==> config.mk <==
export PLATFORM = sky130hd
export DESIGN_NAME = serial_adc_command_responder_unit
export DESIGN_NICKNAME = d
export VERILOG_FILES = /design/src/rtl/sacr_pkg.sv /design/src/rtl/sacr_front.sv /design/src/rtl/sacr_fifo.sv /design/src/rtl/sacr_back.sv /design/src/rtl/serial_adc_command_responder_unit.sv
export SDC_FILE = /design/constraint.sdc
export NUM_CORES = 1
export LEC_CHECK = 0
export BUFFER_PORTS_ARGS = -buffer_cell sky130_fd_sc_hd__buf_2
export CAP_MARGIN = 40
export CORE_MARGIN = 2
export CORE_UTILIZATION = 65
export CTS_BUF_LIST = sky130_fd_sc_hd__clkbuf_8
export DETAILED_ROUTE_END_ITERATION = 8
export HOLD_SLACK_MARGIN = 0.15
export PLACE_DENSITY = 0.86
export SYNTH_ARGS = -nofsm -noshare
export SYNTH_HDL_FRONTEND = slang
export SYNTH_HIERARCHICAL = 1
export SYNTH_SLANG_ARGS = --single-unit
==> constraint.sdc <==
create_clock -name clk -period 25.1 [get_ports clk]
set_clock_uncertainty 0.1 [all_clocks]
set_input_delay 3.765 -clock clk [delete_from_list [all_inputs] [get_ports clk]]
set_output_delay 3.765 -clock clk [all_outputs]
set_load 0.05 [all_outputs]
==> src/rtl/sacr_pkg.sv <==
package sacr_pkg;

    // Default build settings
    localparam int SAMPLE_BITS_DEF = 12;
    localparam int QUEUE_DEPTH_DEF = 2;

    // Character codes
    localparam logic [7:0] CH_S    = 8'h53;
    localparam logic [7:0] CH_C    = 8'h43;
    localparam logic [7:0] CH_CR   = 8'h0D;
    localparam logic [7:0] CH_LF   = 8'h0A;
    localparam logic [7:0] CH_ZERO = 8'h30;

    // Job handed from the parser side to the formatter side
    typedef struct packed {
        logic       start;   // start-request job, else a response run
        logic [2:0] chan;    // channel chosen when the job was queued
    } cmd_t;

    // Decimal digit of a value below ten units: count the multiples passed.
    function automatic logic [3:0] digit_count(input logic [9:0] value,
                                               input logic [9:0] unit);
        logic [3:0] n;
        n = 4'd0;
        for (int k = 1; k <= 9; k++)
        begin
            if ({4'b0, value} >= 14'(k) * {4'b0, unit})
            begin
                n = n + 4'd1;
            end
        end
        return n;
    endfunction

endpackage

==> src/rtl/sacr_front.sv <==
module sacr_front #(
    parameter int SAMPLE_BITS = sacr_pkg::SAMPLE_BITS_DEF
) (
    input  logic                     clk,
    input  logic                     rst_n,
    input  logic                     in_valid,
    output logic                     in_stall,
    input  logic                     mode,
    input  logic [7:0]               rx_byte,
    input  logic [SAMPLE_BITS-1:0]   sample_one,
    input  logic [SAMPLE_BITS-1:0]   sample_two,
    input  logic [SAMPLE_BITS-1:0]   sample_three,
    input  logic [SAMPLE_BITS-1:0]   sample_four,
    input  logic                     q_full,
    output logic                     push,
    output sacr_pkg::cmd_t           cmd,
    output logic [SAMPLE_BITS-1:0]   sample_sel,
    output logic [SAMPLE_BITS-1:0]   quot_est,
    output logic [SAMPLE_BITS+6:0]   duty_prod
);

    localparam int QSHIFT = SAMPLE_BITS + 10;
    localparam int QPW    = 2 * SAMPLE_BITS + 11;
    localparam logic [QPW-1:0] RECIP_1000 = QPW'((2 ** QSHIFT) / 1000);

    localparam logic [1:0] PH_IDLE  = 2'd0;
    localparam logic [1:0] PH_DIGIT = 2'd1;
    localparam logic [1:0] PH_CR    = 2'd2;

    localparam logic [7:0] CH_ZERO_P1 = sacr_pkg::CH_ZERO + 8'd1;
    localparam logic [7:0] CH_ZERO_P4 = sacr_pkg::CH_ZERO + 8'd4;

    logic [1:0]     phase_reg;
    logic [1:0]     phase_next;
    logic [2:0]     chan_reg;
    logic [2:0]     chan_next;
    logic           accept;
    logic [QPW-1:0] quot_prod;

    assign in_stall = q_full;
    assign accept   = in_valid && !in_stall;

    always_comb
    begin
        phase_next = phase_reg;
        chan_next  = chan_reg;
        if (accept && !mode)
        begin
            unique case (phase_reg)
                PH_DIGIT:
                begin
                    if (rx_byte >= CH_ZERO_P1 && rx_byte <= CH_ZERO_P4)
                    begin
                        chan_next  = 3'(rx_byte - sacr_pkg::CH_ZERO);
                        phase_next = PH_CR;
                    end
                    else
                    begin
                        chan_next  = 3'd0;
                        phase_next = PH_IDLE;
                    end
                end
                PH_CR:
                begin
                    phase_next = PH_IDLE;
                end
                default:
                begin
                    phase_next = (rx_byte == sacr_pkg::CH_S) ? PH_DIGIT : PH_IDLE;
                end
            endcase
        end
    end

    always_ff @(posedge clk or negedge rst_n)
    begin
        if (!rst_n)
        begin
            phase_reg <= PH_IDLE;
            chan_reg  <= 3'd0;
        end
        else
        begin
            phase_reg <= phase_next;
            chan_reg  <= chan_next;
        end
    end

    // Queue a start request on a closing CR, a response run on a completion with a channel
    assign push = accept && ((!mode && phase_reg == PH_CR && rx_byte == sacr_pkg::CH_CR)
                             || (mode && chan_reg != 3'd0));

    assign cmd.start = !mode;
    assign cmd.chan  = chan_reg;

    always_comb
    begin
        case (chan_reg)
            3'd1:    sample_sel = sample_one;
            3'd2:    sample_sel = sample_two;
            3'd3:    sample_sel = sample_three;
            3'd4:    sample_sel = sample_four;
            default: sample_sel = '0;
        endcase
    end

    // Quotient estimate by 1000, low by at most one; duty numerator
    assign quot_prod = QPW'(sample_sel) * RECIP_1000;
    assign quot_est  = SAMPLE_BITS'(quot_prod >> QSHIFT);
    assign duty_prod = (SAMPLE_BITS + 7)'(sample_sel) * (SAMPLE_BITS + 7)'(100);

endmodule

==> src/rtl/sacr_fifo.sv <==
module sacr_fifo #(
    parameter int WIDTH = 8,
    parameter int DEPTH = sacr_pkg::QUEUE_DEPTH_DEF
) (
    input  logic             clk,
    input  logic             rst_n,
    input  logic             push,
    input  logic [WIDTH-1:0] push_data,
    input  logic             pop,
    output logic [WIDTH-1:0] head_data,
    output logic             full,
    output logic             empty
);

    localparam int PW = (DEPTH > 1) ? $clog2(DEPTH) : 1;
    localparam int CW = $clog2(DEPTH + 1);

    logic [WIDTH-1:0] mem [DEPTH];
    logic [PW-1:0]    wr_ptr_reg;
    logic [PW-1:0]    rd_ptr_reg;
    logic [CW-1:0]    count_reg;

    assign full      = (count_reg == CW'(DEPTH));
    assign empty     = (count_reg == '0);
    assign head_data = mem[rd_ptr_reg];

    always_ff @(posedge clk)
    begin
        if (push)
        begin
            mem[wr_ptr_reg] <= push_data;
        end
    end

    always_ff @(posedge clk or negedge rst_n)
    begin
        if (!rst_n)
        begin
            wr_ptr_reg <= '0;
            rd_ptr_reg <= '0;
            count_reg  <= '0;
        end
        else
        begin
            if (push)
            begin
                wr_ptr_reg <= (wr_ptr_reg == PW'(DEPTH - 1)) ? '0 : wr_ptr_reg + PW'(1);
            end
            if (pop)
            begin
                rd_ptr_reg <= (rd_ptr_reg == PW'(DEPTH - 1)) ? '0 : rd_ptr_reg + PW'(1);
            end
            if (push && !pop)
            begin
                count_reg <= count_reg + CW'(1);
            end
            else if (pop && !push)
            begin
                count_reg <= count_reg - CW'(1);
            end
        end
    end

endmodule

==> src/rtl/sacr_back.sv <==
module sacr_back #(
    parameter int SAMPLE_BITS = sacr_pkg::SAMPLE_BITS_DEF
) (
    input  logic                   clk,
    input  logic                   rst_n,
    input  logic                   q_empty,
    input  sacr_pkg::cmd_t         head_cmd,
    input  logic [SAMPLE_BITS-1:0] head_sample,
    input  logic [SAMPLE_BITS-1:0] head_quot,
    input  logic [SAMPLE_BITS+6:0] head_duty_prod,
    output logic                   pop,
    output logic                   out_valid,
    input  logic                   out_stall,
    output logic                   start_request,
    output logic                   byte_valid,
    output logic [7:0]             tx_byte,
    output logic                   last,
    output logic [2:0]             led_select,
    output logic [6:0]             led_duty
);

    localparam int N  = SAMPLE_BITS;
    localparam int RW = (N + 1 > 11) ? N + 1 : 11;
    localparam logic [RW-1:0] THOUSAND = RW'(1000);
    localparam logic [N:0]    FULL     = {1'b0, {N{1'b1}}};

    localparam logic [2:0] ST_THOU = 3'd1;
    localparam logic [2:0] ST_HUND = 3'd2;
    localparam logic [2:0] ST_TENS = 3'd3;
    localparam logic [2:0] ST_ONES = 3'd4;
    localparam logic [2:0] ST_CR   = 3'd5;
    localparam logic [2:0] ST_LF   = 3'd6;

    logic       busy_reg,  busy_next;
    logic [2:0] step_reg,  step_next;
    logic [2:0] chan_reg,  chan_next;
    logic [6:0] duty_reg,  duty_next;
    logic [9:0] rem_reg,   rem_next;
    logic [3:0] dig_reg,   dig_next;

    logic       out_valid_reg, out_valid_next;
    logic       out_start_reg, out_start_next;
    logic       out_bv_reg,    out_bv_next;
    logic [7:0] out_byte_reg,  out_byte_next;
    logic       out_last_reg,  out_last_next;
    logic [2:0] out_led_reg,   out_led_next;
    logic [6:0] out_duty_reg,  out_duty_next;

    logic          advance;
    logic [RW-1:0] r0;
    logic          fix;
    logic [9:0]    rem_first;
    logic [N:0]    quot_fixed;
    logic [3:0]    dig_first;
    logic [6:0]    dq0;
    logic [N:0]    rd;
    logic [6:0]    duty_first;
    logic [3:0]    dig_step;

    // Correct the quotient estimate; thousands digit saturates at nine
    assign r0         = RW'(head_sample) - RW'(head_quot) * THOUSAND;
    assign fix        = (r0 >= THOUSAND);
    assign rem_first  = 10'(fix ? r0 - THOUSAND : r0);
    assign quot_fixed = (N + 1)'(head_quot) + (N + 1)'(fix);
    assign dig_first  = (quot_fixed > (N + 1)'(9)) ? 4'd9 : quot_fixed[3:0];

    // Duty: estimate by shift, add one where the remainder reaches full scale
    assign dq0        = head_duty_prod[N+6:N];
    assign rd         = (N + 1)'(head_duty_prod[N-1:0]) + (N + 1)'(dq0);
    assign duty_first = dq0 + 7'(rd >= FULL);

    assign dig_step = sacr_pkg::digit_count(rem_reg, (step_reg == ST_THOU) ? 10'd100 : 10'd10);

    assign advance = !out_valid_reg || !out_stall;
    assign pop     = advance && !busy_reg && !q_empty;

    always_comb
    begin
        busy_next      = busy_reg;
        step_next      = step_reg;
        chan_next      = chan_reg;
        duty_next      = duty_reg;
        rem_next       = rem_reg;
        dig_next       = dig_reg;
        out_valid_next = out_valid_reg;
        out_start_next = out_start_reg;
        out_bv_next    = out_bv_reg;
        out_byte_next  = out_byte_reg;
        out_last_next  = out_last_reg;
        out_led_next   = out_led_reg;
        out_duty_next  = out_duty_reg;
        if (advance)
        begin
            if (busy_reg)
            begin
                out_valid_next = 1'b1;
                out_start_next = 1'b0;
                out_bv_next    = 1'b1;
                out_last_next  = (step_reg == ST_LF);
                out_led_next   = chan_reg;
                out_duty_next  = duty_reg;
                out_byte_next  = sacr_pkg::CH_ZERO + {4'b0, dig_reg};
                step_next      = step_reg + 3'd1;
                unique case (step_reg)
                    ST_THOU, ST_HUND:
                    begin
                        dig_next = dig_step;
                        rem_next = rem_reg - 10'(14'(dig_step)
                                   * ((step_reg == ST_THOU) ? 14'd100 : 14'd10));
                    end
                    ST_TENS:
                    begin
                        dig_next = rem_reg[3:0];
                    end
                    ST_ONES:
                    begin
                        dig_next = dig_reg;
                    end
                    ST_CR:
                    begin
                        out_byte_next = sacr_pkg::CH_CR;
                    end
                    ST_LF:
                    begin
                        out_byte_next = sacr_pkg::CH_LF;
                        busy_next     = 1'b0;
                    end
                    default:
                    begin
                        out_byte_next = sacr_pkg::CH_LF;
                        busy_next     = 1'b0;
                    end
                endcase
            end
            else if (!q_empty)
            begin
                out_valid_next = 1'b1;
                if (head_cmd.start)
                begin
                    out_start_next = 1'b1;
                    out_bv_next    = 1'b0;
                    out_byte_next  = 8'd0;
                    out_last_next  = 1'b1;
                    out_led_next   = 3'd0;
                    out_duty_next  = 7'd0;
                end
                else
                begin
                    out_start_next = 1'b0;
                    out_bv_next    = 1'b1;
                    out_byte_next  = sacr_pkg::CH_C;
                    out_last_next  = 1'b0;
                    out_led_next   = head_cmd.chan;
                    out_duty_next  = duty_first;
                    busy_next      = 1'b1;
                    step_next      = ST_THOU;
                    chan_next      = head_cmd.chan;
                    duty_next      = duty_first;
                    rem_next       = rem_first;
                    dig_next       = dig_first;
                end
            end
            else
            begin
                out_valid_next = 1'b0;
            end
        end
    end

    always_ff @(posedge clk or negedge rst_n)
    begin
        if (!rst_n)
        begin
            busy_reg      <= 1'b0;
            step_reg      <= ST_THOU;
            out_valid_reg <= 1'b0;
        end
        else
        begin
            busy_reg      <= busy_next;
            step_reg      <= step_next;
            out_valid_reg <= out_valid_next;
        end
    end

    always_ff @(posedge clk)
    begin
        chan_reg     <= chan_next;
        duty_reg     <= duty_next;
        rem_reg      <= rem_next;
        dig_reg      <= dig_next;
        out_start_reg <= out_start_next;
        out_bv_reg    <= out_bv_next;
        out_byte_reg  <= out_byte_next;
        out_last_reg  <= out_last_next;
        out_led_reg   <= out_led_next;
        out_duty_reg  <= out_duty_next;
    end

    assign out_valid     = out_valid_reg;
    assign start_request = out_start_reg;
    assign byte_valid    = out_bv_reg;
    assign tx_byte       = out_byte_reg;
    assign last          = out_last_reg;
    assign led_select    = out_led_reg;
    assign led_duty      = out_duty_reg;

endmodule

==> src/rtl/serial_adc_command_responder_unit.sv <==
// Serial command parser and sample reporter.
// Input channel (in_valid / in_stall): mode 0 carries a received byte in
// rx_byte, mode 1 a conversion-complete event with four samples. The parser
// takes 'S', a digit '1'..'4' (the channel) and CR; the CR yields one
// transfer with start_request set and last set.
// A completion with a channel chosen yields seven transfers: 'C', four
// decimal digits, CR, LF, each with led_select and led_duty of that channel;
// last marks the LF. Without a chosen channel it yields nothing.
// An accepted job passes through the job queue and then the output register
// when the output side is free. The front takes one item per cycle while
// the job queue has room; the formatter drains a start request as one
// transfer and a response run as seven, taking no new job during a run,
// so completions are limited by the single output register of the formatter.
// Stall on the output holds the output register and the formatter; the
// queue then fills and in_stall rises. Parser bytes that cause no job
// still wait for queue room.
// Reset clears the parser (waiting for 'S', no channel), empties the queue
// and drops out_valid.
module serial_adc_command_responder_unit #(
    parameter int SAMPLE_BITS = sacr_pkg::SAMPLE_BITS_DEF,
    parameter int QUEUE_DEPTH = sacr_pkg::QUEUE_DEPTH_DEF
) (
    input  logic                   clk,
    input  logic                   rst_n,
    input  logic                   in_valid,
    output logic                   in_stall,
    input  logic                   mode,
    input  logic [7:0]             rx_byte,
    input  logic [SAMPLE_BITS-1:0] sample_one,
    input  logic [SAMPLE_BITS-1:0] sample_two,
    input  logic [SAMPLE_BITS-1:0] sample_three,
    input  logic [SAMPLE_BITS-1:0] sample_four,
    output logic                   out_valid,
    input  logic                   out_stall,
    output logic                   start_request,
    output logic                   byte_valid,
    output logic [7:0]             tx_byte,
    output logic                   last,
    output logic [2:0]             led_select,
    output logic [6:0]             led_duty
);

    localparam int CMD_W = $bits(sacr_pkg::cmd_t);
    localparam int QW    = CMD_W + 3 * SAMPLE_BITS + 7;

    sacr_pkg::cmd_t         push_cmd;
    logic [SAMPLE_BITS-1:0] push_sample;
    logic [SAMPLE_BITS-1:0] push_quot;
    logic [SAMPLE_BITS+6:0] push_duty_prod;
    logic                   push;
    logic                   pop;
    logic                   q_full;
    logic                   q_empty;
    logic [QW-1:0]          push_data;
    logic [QW-1:0]          head_data;
    sacr_pkg::cmd_t         head_cmd;
    logic [SAMPLE_BITS-1:0] head_sample;
    logic [SAMPLE_BITS-1:0] head_quot;
    logic [SAMPLE_BITS+6:0] head_duty_prod;

    // Front: parse bytes, classify events, start the arithmetic
    sacr_front #(
        .SAMPLE_BITS (SAMPLE_BITS)
    ) u_front (
        .clk          (clk),
        .rst_n        (rst_n),
        .in_valid     (in_valid),
        .in_stall     (in_stall),
        .mode         (mode),
        .rx_byte      (rx_byte),
        .sample_one   (sample_one),
        .sample_two   (sample_two),
        .sample_three (sample_three),
        .sample_four  (sample_four),
        .q_full       (q_full),
        .push         (push),
        .cmd          (push_cmd),
        .sample_sel   (push_sample),
        .quot_est     (push_quot),
        .duty_prod    (push_duty_prod)
    );

    assign push_data = {push_cmd, push_sample, push_quot, push_duty_prod};

    // Job queue between parser and formatter
    sacr_fifo #(
        .WIDTH (QW),
        .DEPTH (QUEUE_DEPTH)
    ) u_fifo (
        .clk       (clk),
        .rst_n     (rst_n),
        .push      (push),
        .push_data (push_data),
        .pop       (pop),
        .head_data (head_data),
        .full      (q_full),
        .empty     (q_empty)
    );

    assign {head_cmd, head_sample, head_quot, head_duty_prod} = head_data;

    // Back: finish the divides, emit the transfers
    sacr_back #(
        .SAMPLE_BITS (SAMPLE_BITS)
    ) u_back (
        .clk            (clk),
        .rst_n          (rst_n),
        .q_empty        (q_empty),
        .head_cmd       (head_cmd),
        .head_sample    (head_sample),
        .head_quot      (head_quot),
        .head_duty_prod (head_duty_prod),
        .pop            (pop),
        .out_valid      (out_valid),
        .out_stall      (out_stall),
        .start_request  (start_request),
        .byte_valid     (byte_valid),
        .tx_byte        (tx_byte),
        .last           (last),
        .led_select     (led_select),
        .led_duty       (led_duty)
    );

    // Never write a full queue or read an empty one
    a_no_overflow: assert property (@(posedge clk) disable iff (!rst_n)
        !(push && q_full && !pop))
        else $error("job queue overflow");

    a_no_underflow: assert property (@(posedge clk) disable iff (!rst_n)
        pop |-> !q_empty)
        else $error("job queue underflow");

    // A start request is a lone transfer with no byte and no LED
    a_start_shape: assert property (@(posedge clk) disable iff (!rst_n)
        (out_valid && start_request) |-> (!byte_valid && last && led_select == 3'd0))
        else $error("malformed start request transfer");

    // Response bytes always name a real LED and a duty in range
    a_resp_led: assert property (@(posedge clk) disable iff (!rst_n)
        (out_valid && byte_valid) |-> (led_select != 3'd0 && led_select <= 3'd4
                                       && led_duty <= 7'd100 && !start_request))
        else $error("response transfer with bad LED or duty");

endmodule
==> results of run 1 <==
[area by class of cell]
cell class	count	area, sq um	area share, %
multi-input combinational	821	7410	54.2
sequential	151	4470	32.6
inverter	150	563	4.11
timing repair buffer	94	504	3.68
tap	265	332	2.42
clock buffer	17	234	1.71
clock inverter	15	174	1.27
[how the worst max path moves through the flow]
| stage | depth (start not counted) | slack (ns) | from | to |
|---|---|---|---|---|
| floorplan | 41 | 16.36 | u_back/step_reg[0] | u_back/rem_reg[9] |
| CTS | 41 | 15.36 | u_back/step_reg[0] | u_back/rem_reg[9] |
| finish | 41 | 15.32 | u_back/step_reg[0] | u_back/rem_reg[9] |
| global route | 41 | 14.61 | u_back/step_reg[0] | u_back/rem_reg[9] |
| detailed placement | 41 | 15.45 | u_back/step_reg[0] | u_back/rem_reg[9] |
| global placement | 41 | 15.72 | u_back/step_reg[0] | u_back/rem_reg[9] |
[kinds of logic (layout without fill, tap and decap cells)]
| group | count (synthesis) | after routing | share of synthesized area [%] |
|---|---|---|---|
| flip-flops | 151 | 151 | 35.2 |
| AO/OA/AOI/OAI | 229 | 229 | 12.3 |
| other | 3 | 16 | 0.0888 |
| buffers and inverters | 191 | 276 | 6.90 |
| multiplexers | 69 | 69 | 6.55 |
| adder cells (fa/ha/maj) | 213 | 213 | 23.5 |
| AND/OR/NAND/NOR | 206 | 206 | 8.60 |
| XOR/XNOR | 88 | 88 | 6.81 |
[routing by layer]
layer	vias up	global-route usage, %	wire length, um
met5	-	0	0
met4	0	8.51	337
met3	28	3.73	1090
met2	242	46.8	13000
met1	4199	32.8	11200
li1	4277	-	-
[worst max-delay path, delay by kind of cell, from the launching register on]
family	cells	cell delay, ns
AOI/OAI and AO/OA	13	2.04
xor gates and xnor gates	6	1.38
adders and majority gates	10	3.22
buffers and inverters	5	0.71
DFF	1	0.58
muxes	1	0.28
and+or+nand+nor	6	1.22
[through the flow]
| stage | area (sq um) | worst slack (ns) | util, % |
|---|---|---|---|
| floorplan | 12700 | 16.36 | - |
| global placement | 13200 | 15.72 | 68.5 |
| detailed placement | 13300 | 15.45 | 68.6 |
| CTS | 13700 | 15.36 | 70.7 |
| global route | 13700 | 14.61 | 70.8 |
| finish | 13700 | 15.32 | 70.8 |
[placed cells by master (no fill, tap or decap), types with 18 or more instances in the layout]
cell / Yosys / final
ha_1: 169 / 169
inv_1: 149 / 149
edfxtp_1: 137 / 137
buf_2: 5 / 82
a21oi_1: 57 / 56
xnor2_1: 55 / 55
nand2_1: 49 / 49
nor2_1: 43 / 43
fa_1: 43 / 43
o21ai_0: 39 / 39
mux2_2: 32 / 32
xor2_1: 25 / 25
a21o_1: 20 / 20
mux2_4: 20 / 20
nand3_1: 18 / 18
==> flow_metrics.tcl, run 1 <==
set metrics [dict create \
    nFillCells 1346 \
    synth_flop_cell "edfxtp_1" \
    period_share_pct 39.0 \
    slowest_delay_ns 0.58 \
    drc 0 \
    outcome "completed" \
    htree_levels 4 \
    die_w_um 144 \
    cp_max_fo 19 \
    relSlewSlack_pct 39.4 \
    antenna_cells 0 \
    post_cts_resized 0 \
    yosysMostFrequentCell "ha_1" \
    gp_congestion 0.906 \
    max_freq_mhz 102 \
    cp_slowest_cell "dfstp_2" \
    worstSkewPairLatency_ns 0.45 \
    synth_seq_cells 151 \
    drtPass1Iterations 5 \
    setup_viol 0 \
    grt_usage_pct 26.2 \
    hold_depth 1 \
    rrSetupSlack_ns 15.32 \
    reg2reg_depth 41 \
    dr_total_vias 8746 \
    clock-sinks 151 \
    synth_area_leaders "edfxtp_1, ha_1, fa_1" \
    worstReg2RegEnd "u_back/rem_reg[9]" \
    tightest_slew_ns 0.909 \
    ant_nets 0 \
    largest_reg_flops 94 \
    fin_cells 1513 \
    viasPerCell 5.78 \
    holdPathEnd "u_fifo/count_reg[1]" \
    cts_tree "yes" \
    die_area_sq_um 20600 \
    whs_ns 0.392 \
    cp-end-kind "flop" \
    netlist_area_sq_um 12700 \
    synth_warnings 6 \
    slew_violations 0 \
    area_growth_pct 7.89 \
    syn_avg_cell_area_sq_um 11.0 \
    synthCells 1150 \
    fin_crit_ns 9.78 \
    nNetsFinal 1508 \
    drt_iter0_drc 501 \
    overflow 0 \
    synth_async_sr_flop_share_pct 9.27 \
    yosysTopAreaCell "edfxtp_1" \
    path_class "reg2reg" \
    cp.arrival_ns 9.86 \
    clockRootBuffer "clkbuf_8" \
    synth_edf_count 137 \
    ys_types 93 \
    core_sq_um 19300 \
    initial_core_util_pct 65.6 \
    hold_buffers 0 \
    cts_setup_buffers 0 \
    cts.clk_slew.worst_paths_ns 0.09 \
    grt_pass1_vias 9043 \
    drive_gt1_share_pct 17.0 \
    min_from "u_fifo/count_reg[1]" \
    synth.top_cell.area_share_pct 32.4 \
    synth_common_cells "ha_1, inv_1, edfxtp_1, a21oi_1, xnor2_1" \
    die_y_um 144 \
    antenna_found_initial 0 \
    max-cap-violations 0 \
    grt_pass1_wl_mm 42.4 \
    dp_hpwl_mm 19.9 \
    path_common_cell "ha_1" \
    avgRoutedWirePerCell_um 16.9 \
    hold_path_class "reg2reg" \
    r2r-start "u_back/step_reg[0]" \
    grt_max_degree 48 \
    port_buffers 82 \
    seq_area_frac_synth_pct 35.2 \
    rows 51 \
    critPathRequiredTime_ns 25.18 \
    ios 84 \
    start_kind "flop" \
    wirelength_mm 25.6 \
    rsz0062_at_grt "no" \
    numCtsBuffers 17 \
    dp_cells 1480 \
    hold_violations 0 \
    clockBufferDepth 2 \
    setup_tns_ns 0 \
]
Power of run 1 is not shown: default switching activity piles up to over one toggle a cycle in this logic, so the estimate is an artifact.
==> inputs of run 2 (changes only) <==
--- a/config.mk
+++ b/config.mk
@@ -8,11 +8,11 @@
 export BUFFER_PORTS_ARGS = -buffer_cell sky130_fd_sc_hd__buf_2
 export CAP_MARGIN = 40
 export CORE_MARGIN = 2
-export CORE_UTILIZATION = 65
+export CORE_UTILIZATION = 64
 export CTS_BUF_LIST = sky130_fd_sc_hd__clkbuf_8
 export DETAILED_ROUTE_END_ITERATION = 8
 export HOLD_SLACK_MARGIN = 0.15
-export PLACE_DENSITY = 0.86
+export PLACE_DENSITY = 0.85
 export SYNTH_ARGS = -nofsm -noshare
 export SYNTH_HDL_FRONTEND = slang
 export SYNTH_HIERARCHICAL = 1
==> constraint.sdc (replaced) <==
create_clock -name clk -period 9.3 [get_ports clk]
set_clock_uncertainty 0.1 [all_clocks]
set_input_delay 1.395 -clock clk [delete_from_list [all_inputs] [get_ports clk]]
set_output_delay 1.395 -clock clk [all_outputs]
set_load 0.05 [all_outputs]
==> run 2 against run 1 <==
Net effect:
- global-route usage shrank 0.93 points
- non-clock buffer count up 2
- sequential cell count is the same
- critical endpoint unchanged
- fmax rose by 9.5%
- cell count increased by 0.13%
==> flow_metrics.tcl, run 2 (synthesis gave the netlist of run 1 again) <==
set metrics [dict create \
    outcome "completed" \
    cpLargestDelayFamily "adder cells" \
    nNetsFinal 1510 \
    die_y_um 145 \
    min_from "u_fifo/count_reg[1]" \
    critPathBufInv 4 \
    port_buffers 82 \
    mostFrequentLayoutCells "ha_1, inv_1, edfxtp_1, buf_2, a21oi_1" \
    dr_total_vias 8839 \
    slowest_delay_ns 0.60 \
    setup_viol 0 \
    max_freq_mhz 112 \
    antenna_cells 0 \
    rows 51 \
    slew_violations 0 \
    drtPass1Iterations 5 \
    grt_usage_pct 25.3 \
    pre_cts_ws_ns -0.0672 \
    max-cap-violations 0 \
    initial_core_util_pct 65.2 \
    grt_max_degree 48 \
    antenna_found_initial 0 \
    rsz0062_at_grt "no" \
    die_area_sq_um 21000 \
    cp-end-kind "flop" \
    die_w_um 145 \
    fin_ws_ns 0.371 \
    final_area_sq_um 13800 \
    cts_tree "yes" \
    path_class "reg2reg" \
    gp_congestion 0.911 \
    overflow 0 \
    grt_pass1_wl_mm 41.5 \
    worstSkewPairLatency_ns 0.46 \
    hold_path_class "reg2reg" \
    start_kind "flop" \
    r2r-start "u_back/step_reg[0]" \
    clockBufferDepth 2 \
    drt_iter0_drc 504 \
    clockRootBuffer "clkbuf_8" \
    drive_gt1_share_pct 17.6 \
    ios 84 \
    numCtsBuffers 17 \
    drc 0 \
    dp_hpwl_mm 19.6 \
    path_common_cell "ha_1" \
    avgRoutedWirePerCell_um 16.9 \
    cp_max_fo 11 \
    hold_buffers 0 \
    wirelength_mm 25.6 \
    cp.arrival_ns 9.01 \
    dpl-instance-area_sq_um 13300 \
    clock-sinks 151 \
    grt_pass1_vias 8884 \
    relSlewSlack_pct 39.1 \
    hold_violations 0 \
    critPathRequiredTime_ns 9.38 \
    tightest_slew_ns 0.913 \
    startpoint "u_back/step_reg[0]" \
    fin_crit_ns 8.93 \
    period_share_pct 96.0 \
    ant_nets 0 \
    final_common_cell "ha_1" \
    htree_levels 4 \
    viasPerCell 5.83 \
    core_sq_um 19500 \
    area_growth_pct 8.97 \
    largest_reg_flops 94 \
    cts.clk_slew.worst_paths_ns 0.09 \
    cp_slowest_cell "dfstp_2" \
]
run 2: worst paths after layout:
path,end,slack [ns],depth (start not counted)
max,u_back/rem_reg[9],0.37,39
min,u_fifo/count_reg[1],0.40,1
max reg2reg,u_back/rem_reg[9],0.37,39
min reg2reg,u_fifo/count_reg[1],0.40,1
max in group asynchronous,u_back/step_reg[0],8.06,1
min in group asynchronous,u_fifo/rd_ptr_reg,0.74,1
run 2: layer usage:
metal  GRT usage (%)  routed length [um]  vias to the layer above
li1                -                   -                     4272
met1            31.2               10800                     4207
met2            44.6               12800                      298
met3            3.72                1270                       62
met4            10.2                 731                        0
met5               0                   0                        -
run 2: final cells by class:
cell class,instances,area (sq um)
tap,265,332
inverter,150,563
clock buffer,17,234
fill,1331,5640
timing repair buffer,96,552
clock inverter,15,211
multi-input combinational,821,7460
sequential,151,4470
run 2: what timing repair did:
item / in CTS / in global routing
endpoints found under the hold margin: 0 / 0
gates resized for setup: 1 / 9
buffers inserted: 0 / 2
pin swaps: 0 / 3
endpoints found under the setup margin: 1 / 3
run 2: through the flow:
stage	instances	utilization (%)	TNS, ns	hold WS, ns
floorplan	1163	-	0	0.355
global placement	1476	68.0	0	0.376
detailed placement	1481	68.3	-0.0672	0.382
CTS	1513	70.6	0	0.405
global route	1515	71.0	0	0.448
finish	1515	71.0	0	0.403
Power of run 2 is left out for the same reason.
==> inputs of run 3 (changes only) <==
--- a/config.mk
+++ b/config.mk
@@ -12,7 +12,7 @@
 export CTS_BUF_LIST = sky130_fd_sc_hd__clkbuf_8
 export DETAILED_ROUTE_END_ITERATION = 8
 export HOLD_SLACK_MARGIN = 0.15
-export PLACE_DENSITY = 0.85
+export PLACE_DENSITY_LB_ADDON = 0.3
 export SYNTH_ARGS = -nofsm -noshare
 export SYNTH_HDL_FRONTEND = slang
 export SYNTH_HIERARCHICAL = 1
==> run 3 against run 2 <==
Net effect:
- via count is 0.33% higher
- critical path type unchanged
- critical path depth increased by 3
- worst setup slack improved by 0.081 ns
- die area is the same
- sequential share of layout area about the same
==> flow_metrics.tcl, run 3 (synthesis gave the netlist of run 1 again) <==
set metrics [dict create \
    outcome "completed" \
    whs_ns 0.401 \
    clockBufferDepth 2 \
    overflow 0 \
    worstReg2RegEnd "u_back/rem_reg[9]" \
    maxUsedRoutingLayer "met4" \
    reg2reg_depth 42 \
    cp-end-kind "flop" \
    critPathRequiredTime_ns 9.39 \
    hold_violations 0 \
    wl_met3_mm 1.16 \
    drtPass1Iterations 5 \
    endpoint "u_back/rem_reg[9]" \
    nFillCells 1386 \
    dp_cells 1486 \
    r2r-start "u_back/step_reg[1]" \
    dr_total_vias 8868 \
    worstSkewPairLatency_ns 0.47 \
    drive_gt1_share_pct 18.3 \
    wirelength_mm 25.9 \
    cp_max_fo 12 \
    cts_tree "yes" \
    htree_levels 4 \
    cts.clk_slew.worst_paths_ns 0.10 \
    drt_iter0_drc 556 \
    grt_pass1_wl_mm 43.3 \
    nNetsFinal 1517 \
    ant_nets 0 \
    core_sq_um 19500 \
    clock-sinks 151 \
    mostFrequentLayoutCells "ha_1, inv_1, edfxtp_1, buf_2, a21oi_1" \
    final_common_cell "ha_1" \
    path_class "reg2reg" \
    viasPerCell 5.83 \
    initial_core_util_pct 65.2 \
    rrSetupSlack_ns 0.45 \
    grt_max_degree 48 \
    wl_met1_mm 11.4 \
    setup_viol 0 \
    period_share_pct 95.1 \
    grt_usage_pct 26.5 \
    start_kind "flop" \
    fin_util_pct 71.0 \
    routed-wl-met2_mm 12.8 \
    hold_path_class "reg2reg" \
    startpoint "u_back/step_reg[1]" \
    numCtsBuffers 17 \
    avgRoutedWirePerCell_um 17.0 \
    cp.arrival_ns 8.94 \
    drc 0 \
    relSlewSlack_pct 39.7 \
    largest_reg_flops 94 \
    seq_area_sq_um 4470 \
    dp_hpwl_mm 20.0 \
    area_growth_pct 9.00 \
    ios 84 \
    die_y_um 145 \
    grt_pass1_vias 8900 \
    multi_input_area_sq_um 7470 \
    tightest_slew_ns 0.904 \
    path_common_cell "ha_1" \
    fin_crit_ns 8.85 \
    die_w_um 145 \
    slowest_delay_ns 0.50 \
    die_area_sq_um 21000 \
    gp_congestion 0.923 \
    antenna_cells 0 \
    port_buffers 82 \
    slew_violations 0 \
    max_freq_mhz 113 \
    fin_cells 1522 \
    max-cap-violations 0 \
    clockRootBuffer "clkbuf_8" \
    antenna_found_initial 0 \
    rows 51 \
    cp_slowest_cell "fa_1" \
]
[run 3: cell types whose count changed in the layout (fill, tap and decap cells not counted), sizes merged]
cell      delta
buf          +7
bufinv       -2
clkinv       +1
clkinvlp     -1
inv          +2
[run 3: per-stage QoR]
step                area, sq um  TNS [ns]  worst slack, ns
floorplan                 12700         0            0.564
global placement          13300         0            0.259
detailed placement        13300         0           0.0156
CTS                       13700         0            0.120
global route              13800    -0.160          -0.0975
finish                    13800         0            0.452
[run 3: layout make-up]
cell class	instances	share of cell area (%)
Sequential cell	151	32.3
Multi-Input combinational cell	821	54.1
Tap cell	265	2.40
Clock buffer	17	1.69
Inverter	150	4.07
Timing Repair Buffer	103	4.21
Clock inverter	15	1.25
[run 3: worst min-delay path by stage]
stage / startpoint / endpoint / slack [ns] / cells past startpoint
detailed placement: u_fifo/count_reg[1] / u_fifo/count_reg[1] / 0.39 / 1
global placement: u_fifo/count_reg[1] / u_fifo/count_reg[1] / 0.37 / 1
CTS: u_fifo/count_reg[1] / u_fifo/count_reg[1] / 0.41 / 1
floorplan: u_fifo/wr_ptr_reg / u_fifo/wr_ptr_reg / 0.36 / 1
global route: u_fifo/count_reg[1] / u_fifo/count_reg[1] / 0.44 / 1
finish: u_fifo/count_reg[1] / u_fifo/count_reg[1] / 0.40 / 1
[run 3: critical path, delay by kind of cell, from the launching register on]
family                     cells  cell delay [ns]
buffers and inverters          7             0.69
adders and majority gates     10             2.97
DFF                            1             0.38
xor gates and xnor gates       6             1.23
AOI/OAI and AO/OA             12             2.13
muxes                          1             0.28
and+or+nand+nor                6             0.80
[run 3: repair_timing]
action                     4_1_cts  5_1_grt
pin swaps                        0        4
hold buffers                     0        0
setup endpoints to repair        1        5
gates resized for setup          1       13
buffers inserted                 0        4
gates cloned                     0        0
[run 3: per-layer routing]
metal | up-vias | global-route usage, %
met2 | 247 | 45.7
met1 | 4281 | 35.0
met5 | - | 0
met3 | 47 | 3.55
met4 | 0 | 8.18
li1 | 4293 | -
Power of run 3 is left out for the same reason.
